$ cat config.mk
export PLATFORM = sky130hd
export DESIGN_NAME = pushbutton_press_classifier_core_flat
export DESIGN_NICKNAME = d
export VERILOG_FILES = /design/src/design/ppc_pkg.sv /design/src/design/ppc_in_if.sv /design/src/design/ppc_out_if.sv /design/src/design/pushbutton_press_classifier_core.sv /design/src/flat_wrapper.sv
export SDC_FILE = /design/constraint.sdc
export NUM_CORES = 1
export LEC_CHECK = 0
export BUFFER_PORTS_ARGS = -buffer_cell sky130_fd_sc_hd__buf_2
export CORE_MARGIN = 3
export CORE_UTILIZATION = 40
export DETAILED_ROUTE_END_ITERATION = 7
export GPL_TIMING_DRIVEN = 0
export PLACE_DENSITY = 0.55
export SETUP_SLACK_MARGIN = 0.1
export SLEW_MARGIN = 10
export SYNTH_ARGS = -nofsm -noshare
export SYNTH_HDL_FRONTEND = slang
export SYNTH_SLANG_ARGS = --single-unit
$ cat constraint.sdc
create_clock -name clk_i -period 20.9 [get_ports clk_i]
set_input_delay 3.135 -clock clk_i [delete_from_list [all_inputs] [get_ports clk_i]]
set_output_delay 3.135 -clock clk_i [all_outputs]
set_load 0.005 [all_outputs]
$ cat src/design/ppc_pkg.sv
// ----------------------------------------------------------------------------
// ppc_pkg: shared definitions of the push-button press classifier
// Register indexes, reset values, field widths and the pipeline word type.
// ----------------------------------------------------------------------------
package ppc_pkg;

  // Configuration register widths
  localparam int unsigned CfgIdxW  = 3;
  localparam int unsigned CfgDataW = 10;

  // Register indexes
  localparam logic [CfgIdxW-1:0] CFG_LONG_PRESS = 3'd0;
  localparam logic [CfgIdxW-1:0] CFG_REPEAT     = 3'd1;
  localparam logic [CfgIdxW-1:0] CFG_DEBOUNCE   = 3'd2;
  localparam logic [CfgIdxW-1:0] CFG_EXPIRE     = 3'd3;
  localparam logic [CfgIdxW-1:0] CFG_SHORT      = 3'd4;

  // Register reset values
  localparam logic [9:0] LONG_PRESS_RST = 10'd80;
  localparam logic [7:0] REPEAT_RST     = 8'd30;
  localparam logic [7:0] DEBOUNCE_RST   = 8'd10;
  localparam logic [9:0] EXPIRE_RST     = 10'd250;
  localparam logic [9:0] SHORT_RST      = 10'd30;

  // State constants
  localparam logic [7:0]  HOLDOFF_RST  = 8'd10;
  localparam logic [15:0] HOLD_MAX     = 16'hFFFF;
  localparam logic [3:0]  COLOUR_STEPS = 4'd10;

  // Word carried down the repeat-check pipeline
  typedef struct packed {
    logic        adj_direct;   // adjust event from a short release
    logic        chk;          // repeat event if remainder is zero
    logic [15:0] dividend;     // hold - long - 1, bits still to reduce
    logic [7:0]  rem;          // partial remainder
    logic [7:0]  period;       // repeat period captured with the word
    logic        upd;
    logic [2:0]  csel;
    logic        inv;
    logic        mode;
  } ppc_word_t;

endpackage

$ cat src/design/ppc_in_if.sv
// ----------------------------------------------------------------------------
// ppc_in_if: input channel of the press classifier
// One word per tick: the sampled button level.
// ----------------------------------------------------------------------------
interface ppc_in_if;
  logic valid;
  logic ready;
  logic button_level;

  modport source (output valid, output button_level, input ready);
  modport sink   (input valid, input button_level, output ready);
endinterface

$ cat src/design/ppc_out_if.sv
// ----------------------------------------------------------------------------
// ppc_out_if: result channel of the press classifier
// One word per tick: adjust/colour pulses, colour selection and mode.
// ----------------------------------------------------------------------------
interface ppc_out_if;
  logic       valid;
  logic       ready;
  logic       adjust_event;
  logic       colour_update;
  logic [2:0] colour_select;
  logic       invert_select;
  logic       adjust_mode;

  modport source (output valid, output adjust_event, output colour_update,
                  output colour_select, output invert_select, output adjust_mode,
                  input ready);
  modport sink   (input valid, input adjust_event, input colour_update,
                  input colour_select, input invert_select, input adjust_mode,
                  output ready);
endinterface

$ cat src/design/pushbutton_press_classifier_core.sv
// ----------------------------------------------------------------------------
// pushbutton_press_classifier_core: debounce, long press and auto-repeat
// Classifies one push button, one tick per input word.
// ----------------------------------------------------------------------------
// Usage:
//   in_if carries one word per tick with the sampled pin (0 pressed). Each
//   accepted word yields exactly one result word on out_if: adjust and colour
//   pulses, the colour step selection and the mode after that tick.
//   The cfg port writes one register per cycle (index, data); write only
//   while no word is in flight.
// Throughput and pipeline:
//   One word per cycle while out_if takes results. The button state updates at
//   acceptance, then the auto-repeat remainder (hold - long - 1) mod repeat
//   period is reduced 8 dividend bits per stage over two stages into the
//   output register.
// Reset:
//   Registers take their default values, holdoff starts at 10 ticks, the
//   pipeline empties and the block is in colour mode.
// Stall:
//   Each stage holds its word while the next one is full and cannot move on;
//   input ready drops only once all three stages are occupied and out_if.ready is low.
// ----------------------------------------------------------------------------
module pushbutton_press_classifier_core
  import ppc_pkg::*;
(
  input  logic                clk_i,
  input  logic                rst_ni,
  input  logic                cfg_we_i,
  input  logic [CfgIdxW-1:0]  cfg_index_i,
  input  logic [CfgDataW-1:0] cfg_wdata_i,
  ppc_in_if.sink              in_if,
  ppc_out_if.source           out_if
);

  // Eight restoring remainder steps over the next eight dividend bits
  function automatic logic [7:0] rem_step8(input logic [7:0] rem_in,
                                           input logic [7:0] bits,
                                           input logic [7:0] period);
    logic [8:0] t;
    logic [7:0] r;
    r = rem_in;
    for (int i = 7; i >= 0; i--) begin
      t = {r, bits[i]};
      if (t >= {1'b0, period}) begin
        t = t - {1'b0, period};
      end
      r = t[7:0];
    end
    return r;
  endfunction

  // Configuration registers
  logic [9:0] long_q, expire_q, short_q;
  logic [7:0] repeat_q, debounce_q;

  always_ff @(posedge clk_i or negedge rst_ni) begin
    if (!rst_ni) begin
      long_q     <= LONG_PRESS_RST;
      repeat_q   <= REPEAT_RST;
      debounce_q <= DEBOUNCE_RST;
      expire_q   <= EXPIRE_RST;
      short_q    <= SHORT_RST;
    end else if (cfg_we_i) begin
      unique case (cfg_index_i)
        CFG_LONG_PRESS: long_q     <= cfg_wdata_i;
        CFG_REPEAT:     repeat_q   <= cfg_wdata_i[7:0];
        CFG_DEBOUNCE:   debounce_q <= cfg_wdata_i[7:0];
        CFG_EXPIRE:     expire_q   <= cfg_wdata_i;
        CFG_SHORT:      short_q    <= cfg_wdata_i;
        default: ;
      endcase
    end
  end

  // Button state
  logic [7:0]  holdoff_q, holdoff_d;
  logic [15:0] hold_q, hold_d;
  logic        mode_q, mode_d;
  logic [9:0]  expiry_q, expiry_d;
  logic [3:0]  step_q, step_d;
  logic        prev_q, prev_d;

  // Pipeline stages
  logic      s1_valid_q, s2_valid_q, out_valid_q;
  ppc_word_t s1_q, s2_q, s1_d, s2_d;
  logic      out_adj_q, out_upd_q, out_inv_q, out_mode_q;
  logic [2:0] out_csel_q;
  logic      out_rdy, s2_rdy, s1_rdy, in_acc;

  assign out_rdy = !out_valid_q || out_if.ready;
  assign s2_rdy  = !s2_valid_q || out_rdy;
  assign s1_rdy  = !s1_valid_q || s2_rdy;
  assign in_acc  = in_if.valid && s1_rdy;
  assign in_if.ready = s1_rdy;

  // Per-tick state update
  always_comb begin
    logic       lvl, adv;
    logic [3:0] s;
    logic [3:0] s_inc;
    lvl = in_if.button_level;
    holdoff_d = holdoff_q;
    hold_d    = hold_q;
    mode_d    = mode_q;
    expiry_d  = expiry_q;
    step_d    = step_q;
    prev_d    = prev_q;
    s1_d      = '0;
    adv       = 1'b0;
    s         = (step_q < COLOUR_STEPS) ? step_q : 4'd0;
    s_inc     = s + 4'd1;
    s1_d.period = repeat_q;

    if (holdoff_q != 8'd0) begin
      holdoff_d = holdoff_q - 8'd1;
    end else begin
      if (!lvl) begin
        // Pressed: count, enter adjust mode past the long-press limit
        adv    = (hold_q < HOLD_MAX);
        hold_d = hold_q + {15'd0, adv};
        if (hold_d > {6'd0, long_q}) begin
          mode_d   = 1'b1;
          expiry_d = expire_q;
          s1_d.chk = adv && (repeat_q > 8'd1);
          s1_d.dividend = hold_d - {6'd0, long_q} - 16'd1;
        end
      end else if (hold_q != 16'd0) begin
        // Release: short press steps colour or raises an adjust event
        if (hold_q < {6'd0, short_q}) begin
          if (mode_q) begin
            s1_d.adj_direct = 1'b1;
          end else begin
            s1_d.upd  = 1'b1;
            s1_d.csel = s[3:1];
            s1_d.inv  = s[0];
            step_d    = (s_inc >= COLOUR_STEPS) ? 4'd0 : s_inc;
          end
        end
        hold_d = '0;
      end

      // Adjust mode lifetime
      if (mode_d && expiry_d != 10'd0) begin
        expiry_d = expiry_d - 10'd1;
        if (expiry_d == 10'd0) begin
          mode_d = 1'b0;
        end
      end

      // Level change starts a holdoff
      if (lvl != prev_q) begin
        prev_d    = lvl;
        holdoff_d = debounce_q;
      end
    end
    s1_d.mode = mode_d;
  end

  always_ff @(posedge clk_i or negedge rst_ni) begin
    if (!rst_ni) begin
      holdoff_q <= HOLDOFF_RST;
      hold_q    <= '0;
      mode_q    <= 1'b0;
      expiry_q  <= '0;
      step_q    <= '0;
      prev_q    <= 1'b1;
    end else if (in_acc) begin
      holdoff_q <= holdoff_d;
      hold_q    <= hold_d;
      mode_q    <= mode_d;
      expiry_q  <= expiry_d;
      step_q    <= step_d;
      prev_q    <= prev_d;
    end
  end

  // Valid bits
  always_ff @(posedge clk_i or negedge rst_ni) begin
    if (!rst_ni) begin
      s1_valid_q  <= 1'b0;
      s2_valid_q  <= 1'b0;
      out_valid_q <= 1'b0;
    end else begin
      if (s1_rdy)  s1_valid_q  <= in_if.valid;
      if (s2_rdy)  s2_valid_q  <= s1_valid_q;
      if (out_rdy) out_valid_q <= s2_valid_q;
    end
  end

  // Stage two word: upper remainder bits reduced
  always_comb begin
    s2_d     = s1_q;
    s2_d.rem = rem_step8(8'd0, s1_q.dividend[15:8], s1_q.period);
  end

  // Payload: upper remainder bits in stage two, lower bits into the output
  always_ff @(posedge clk_i) begin
    if (in_acc) begin
      s1_q <= s1_d;
    end
    if (s2_rdy && s1_valid_q) begin
      s2_q <= s2_d;
    end
    if (out_rdy && s2_valid_q) begin
      out_adj_q  <= s2_q.adj_direct ||
                    (s2_q.chk &&
                     (rem_step8(s2_q.rem, s2_q.dividend[7:0], s2_q.period) == 8'd0));
      out_upd_q  <= s2_q.upd;
      out_csel_q <= s2_q.csel;
      out_inv_q  <= s2_q.inv;
      out_mode_q <= s2_q.mode;
    end
  end

  assign out_if.valid         = out_valid_q;
  assign out_if.adjust_event  = out_adj_q;
  assign out_if.colour_update = out_upd_q;
  assign out_if.colour_select = out_csel_q;
  assign out_if.invert_select = out_inv_q;
  assign out_if.adjust_mode   = out_mode_q;

endmodule
$ cat src/flat_wrapper.sv
// flat-port wrapper written by rule: the top's interface ports become plain ports
module pushbutton_press_classifier_core_flat import ppc_pkg::*;
  (clk_i, rst_ni, cfg_we_i, cfg_index_i, cfg_wdata_i, in_if_valid, in_if_button_level, in_if_ready, out_if_valid, out_if_adjust_event, out_if_colour_update, out_if_colour_select, out_if_invert_select, out_if_adjust_mode, out_if_ready);
  ppc_in_if in_if_i ();
  ppc_out_if out_if_i ();
  input  logic clk_i;
  input  logic rst_ni;
  input  logic cfg_we_i;
  input  logic [CfgIdxW-1:0] cfg_index_i;
  input  logic [CfgDataW-1:0] cfg_wdata_i;
  input wire logic [$bits(in_if_i.valid)-1:0] in_if_valid;
  input wire logic [$bits(in_if_i.button_level)-1:0] in_if_button_level;
  output wire logic [$bits(in_if_i.ready)-1:0] in_if_ready;
  output wire logic [$bits(out_if_i.valid)-1:0] out_if_valid;
  output wire logic [$bits(out_if_i.adjust_event)-1:0] out_if_adjust_event;
  output wire logic [$bits(out_if_i.colour_update)-1:0] out_if_colour_update;
  output wire logic [$bits(out_if_i.colour_select)-1:0] out_if_colour_select;
  output wire logic [$bits(out_if_i.invert_select)-1:0] out_if_invert_select;
  output wire logic [$bits(out_if_i.adjust_mode)-1:0] out_if_adjust_mode;
  input wire logic [$bits(out_if_i.ready)-1:0] out_if_ready;
  assign in_if_i.valid = in_if_valid;
  assign in_if_i.button_level = in_if_button_level;
  assign in_if_ready = in_if_i.ready;
  assign out_if_valid = out_if_i.valid;
  assign out_if_adjust_event = out_if_i.adjust_event;
  assign out_if_colour_update = out_if_i.colour_update;
  assign out_if_colour_select = out_if_i.colour_select;
  assign out_if_invert_select = out_if_i.invert_select;
  assign out_if_adjust_mode = out_if_i.adjust_mode;
  assign out_if_i.ready = out_if_ready;
  pushbutton_press_classifier_core u_core (.clk_i(clk_i), .rst_ni(rst_ni), .cfg_we_i(cfg_we_i), .cfg_index_i(cfg_index_i), .cfg_wdata_i(cfg_wdata_i), .in_if(in_if_i), .out_if(out_if_i));
endmodule
== After elaboration in Yosys (flattened, before gate mapping) ==
Cells that the tools add are included.
Cells by class
  shifts and indexed selects: 0
  bitwise operators: 6
  $lt $le $gt $ge: 22
  divide/modulo/power cells: 0
  equality and inequality tests: 6
  add/subtract/negate cells: 22
  reductions and logical operators: 33
  multiply operators: 0
  muxes and demuxes: 42
Operator list (count)
  $mux W8: 26
  $ge A9 B8 Y1: 15
  $sub A8 B8 Y8: 15
  $mux W10: 4
  $mux W16: 2
  $add A16 B1 Y16: 1
  $gt A16 B10 Y1: 1
  $lt A16 B10 Y1: 1
  $lt A16 B16 Y1 const B: 1
  $reduce_bool A16 Y1: 1
  $sub A16 B1 Y16 const B: 1
  $sub A16 B10 Y16: 1
  $reduce_and A2 Y1: 7
  $logic_not A10 Y1: 1
  $reduce_bool A10 Y1: 1
  $sub A10 B1 Y10 const B: 1
  $ge A1 B8 Y1: 1
  $gt A8 B1 Y1 const B: 1
  $logic_not A8 Y1: 1
  $mux W4: 2
  $reduce_bool A8 Y1: 1
  $sub A1 B8 Y8: 1
  $sub A8 B1 Y8 const B: 1
  $mux W1: 7
  other kinds (20): 37
Storage, ports and cells
  input port bits: 19
  ROM bits: 0
  memories: 0
  bits in latches: 0
  bits in registers: 160
  logic and storage cells: 167
  output and inout bits: 9
  memory bits (writable): 0

== Longest topological paths before layout ==
  depth after elaboration: 28
  gate-level depth with buffers: 88
  gate-level depth less buffers: 86

== Worst setup path before layout ==
Ideal clock, no wire load.
  kind: reg-to-reg
  start: register u_core.s1_q[7] (netlist name)
  end: register u_core.s2_q[21] (netlist name), data pin
  buffers on the path: 3
  arrival time: 16452 ps
  setup time: 261 ps
  cell stages (with the launch flop): 82
  data required time: 20639 ps
  path slack: 4187 ps
  cells stage by stage: edfxtp_1 inv_1 ha_1 o211ai_1 o21ai_0 ha_1 nor2b_1 o21a_1 o21ai_0 a211o_1 and2_0 mux2_2 ha_1 o21ai_0 a21boi_1 o31ai_1 a21oi_1 nor3b_1 (+46 left out) buf_2 nor2_1 a21o_1 inv_1 ha_1 nor2b_1 o21ai_0 nand2b_1 a21o_1 a21o_1 a21oi_1 o21ai_0 a21o_1 a21oi_1 inv_1 nor3_4 a21oi_2 a221o_1
RTL lines
  start, declared: RTL line pushbutton_press_classifier_core.sv:85  | ppc_word_t s1_q, s2_q, s1_d, s2_d;
  start signal, assigned: RTL line pushbutton_press_classifier_core.sv:199  | s1_q <= s1_d;
  end signal, assigned: RTL line pushbutton_press_classifier_core.sv:202  | s2_q <= s2_d;
  end, declared: RTL line pushbutton_press_classifier_core.sv:85

==> summary.txt <==
Status
  • Outcome: completed

Floorplan
  • Starting Density: 41.12%
  • Die H: 195.8 um
  • Die W: 195.8 um
  • Ports: 28
  • Die Area: 38350 um^2
  • Core region area: 35050 um^2
  • Num rows: 68

Timing
  • Measured slew at the worst slew-check pin: 1146 ps
  • Post-route setup TNS: 0 ps
  • Worst rel slew slack: 23.00%
  • Clock Skews: 8.991 ps
  • Max Slew Vio Count: 0
  • Min Tclk post-route: 18940 ps
  • Unrepaired setup endpoints after global routing: true
  • Fmax: 52.79 MHz
  • # setup viols final: 0
  • Final worst path period share: 90.64%
  • Final Hold Fails: 0

Worst setup path
  • Critical path arrival: 19110 ps
  • R2R Path End: u_core.s2_q[16]$_DFFE_PP_
  • Critical Path Sink: u_core.s2_q[16]$_DFFE_PP_
  • R2r setup slk: 1960 ps
  • Crit path max-delay cell type: edfxtp_1
  • WP data required: 21070 ps
  • Crit. End Element: flop
  • Reg2Reg Depth: 82
  • Setup crit start kind: flop
  • Crit-path max FO: 10
  • CP most frequent cell: o21ai_0
  • Critical path startpoint: u_core.s1_q[7]$_DFFE_PP_
  • Critical path class: reg2reg
  • Largest stage delay on the critical path: 510 ps
  • Critical R2R Launch: u_core.s1_q[7]$_DFFE_PP_

Detailed routing
  • Drt drc: 0
  • WL/cell: 16.96 um
  • Routed via count: 11710
  • 1st-pass router iterations: 5
  • Vias/cell: 5.507
  • Antenna viol nets, final: 0
  • Iter 0 DRT Violations: 660
  • Final WL: 36.07 mm

Synthesis
  • Synth top area share: 14.79%
  • Sequential-to-total area share from yosys stat: 30.42%
  • Synth Area per Inst: 9.026 um^2
  • Post-Synthesis Cells: 1597
  • Cell area after synthesis: 14420 um^2
  • Area contributors post-synth: edfxtp_1 (15%), ha_1 (13%), dfrtp_1 (12%)
  • Flops & latches, synth: 160
  • Primary flip-flop cell chosen by synthesis mapping: edfxtp_1
  • Syn nets: 1782
  • Synth cell count leaders: ha_1 (150), nor2_1 (135), inv_1 (133), nand2_1 (120), a21oi_1 (112)
  • Biggest area consumer among synthesized cells: edfxtp_1
  • Asr flop ratio synth: 55.63%
  • Post-synthesis cell type count: 96
  • Synthesis Warnings: 0
  • Post-synth EDFFs: 71
  • Most common cell in the netlist: ha_1

Clocking
  • CTS Root Cell: clkbuf_16
  • Clk slew on worst S/H paths: 70 ps
  • Count of hold-fix buffers inserted at cts: 0
  • CTS tree: built
  • Clk sinks: 160
  • CTS Buffer Depth: 2
  • CTS buffer count: 17
  • Clk_lat worst skew: 430 ps
  • Htree depth: 4

Finish
  • Final nets: 1844
  • Fill count: 3459
  • Layout cells sized above 1: 13.22%
  • Diode count: 0
  • Area grow syn2layout: 10.65%

Placed design
  • Dpl hpwl: 27.74 mm
  • IO buf count: 27
  • Placer Congestion: 0.8591

Global route
  • Vias in the first global route: 11590
  • Initial antenna violation count: 0
  • Total track usage: 18.92%
  • Largest net degree at the start of global routing: 51
  • First-pass GRT wire length: 59.92 mm
  • GRT overflow: 0

Worst hold path
  • Hold WC Path Type: reg2reg

Flow run
  • Max-Cap Viols: 0
## final cells by class
cell class                      instances  area, um^2  area share [%]
Buffer                                 30       133.9          0.8393
Multi-Input combinational cell       1273        9432           59.13
Tap cell                              455       569.3           3.569
Sequential cell                       160        4385           27.49
Clock inverter                         15       209.0           1.310
Timing Repair Buffer                   43       277.8           1.741
Inverter                              134       518.0           3.248
Clock buffer                           17       425.4           2.667
## per-stage QoR
stage / hold WS [ps] / cells / cell area (um^2) / worst slack [ps] / utilization, %
floorplan: 400.3 / 1597 / 14420 / 4187 / -
global placement: 402.9 / 2079 / 15120 / 1067 / 43.13
detailed placement: 404.5 / 2080 / 15150 / 829.9 / 43.22
CTS: 420.0 / 2112 / 15790 / 685.6 / 45.03
global route: 423.0 / 2127 / 15950 / 26.33 / 45.50
finish: 418.9 / 2127 / 15950 / 1957 / 45.50
## worst max-delay path, delay by kind of cell, from the launching register on
| family | cells | cell delay (ps) |
|---|---|---|
| compound gates | 47 | 9750 |
| fa+ha+maj | 8 | 2530 |
| buf+inv | 5 | 930 |
| flops | 1 | 510 |
| mux | 5 | 1820 |
| simple gates | 17 | 3110 |
## kinds of logic after synthesis
family / after synthesis / synth area share (%)
AND/OR/NAND/NOR: 485 / 16.76
AO/OA/AOI/OAI: 425 / 19.69
adder cells (fa/ha/maj): 166 / 15.24
buffers and inverters: 164 / 4.409
flip-flops: 160 / 30.42
XOR/XNOR: 100 / 6.076
multiplexers: 97 / 7.404
## worst min-delay path by stage
stage                                                    end  cells after the start  slack, ps                          start
finish                              u_core.s2_q[1]$_DFFE_PP_                      0        420   u_core.s1_q[1]$_SDFFCE_PP0P_
global route        u_core.out_if.colour_select[1]$_DFFE_PP_                      0        420       u_core.s2_q[3]$_DFFE_PP_
CTS                                 u_core.s2_q[1]$_DFFE_PP_                      0        420   u_core.s1_q[1]$_SDFFCE_PP0P_
detailed placement                 u_core.s2_q[23]$_DFFE_PP_                      0        400  u_core.s1_q[23]$_SDFFCE_PP0P_
global placement                   u_core.s2_q[38]$_DFFE_PP_                      0        400  u_core.s1_q[38]$_SDFFCE_PP0P_
floorplan                u_core.out_if.adjust_mode$_DFFE_PP_                      0        400       u_core.s2_q[0]$_DFFE_PP_
## what timing repair did
item	CTS	global route
setup buffers	0	15
gates resized for setup	0	15
endpoints found under the setup margin	0	9
## layout by cell type, fill, tap and decap left out, drive strengths merged, types with 12 or more instances in the layout
master,instances
clkbuf,40
buf,50
dfrtp,68
ha,150
and2,15
nand3,34
o21bai,19
inv,133
nor2,135
a21boi,12
nor3,30
nor4,15
nor2b,30
mux2i,26
nand4,22
edfxtp,71
a31oi,12
a211oi,16
xor2,27
a21oi,115
dfstp,21
fa,16
o21ai,108
a21o,39
nand2b,23
mux2,71
nand2,121
xnor2,73
## metal layers
metal | part of all wire (%) | GRT usage [%] | vias to the layer above
met5 | 0 | 0 | -
met4 | 0.88 | 2.957 | 0
met3 | 2.6 | 2.250 | 29
met2 | 47 | 31.91 | 162
met1 | 49 | 26.66 | 5583
li1 | - | - | 5940
## sequential cells by signal, indices dropped and copies added (netlist names), 3 cells and up
signal / flops
u_core.repeat_q: 8
u_core.expire_q: 10
u_core.out_if.colour_select: 3
u_core.short_q: 10
u_core.holdoff_q: 8
u_core.expiry_q: 10
u_core.s1_q: 32
u_core.debounce_q: 8
u_core.s2_q: 32
u_core.step_q: 4
u_core.long_q: 10
u_core.hold_q: 16
Power is left out: the tool's default activity adds up to more than one toggle a clock period on the data nets, which glitch-free logic cannot reach.
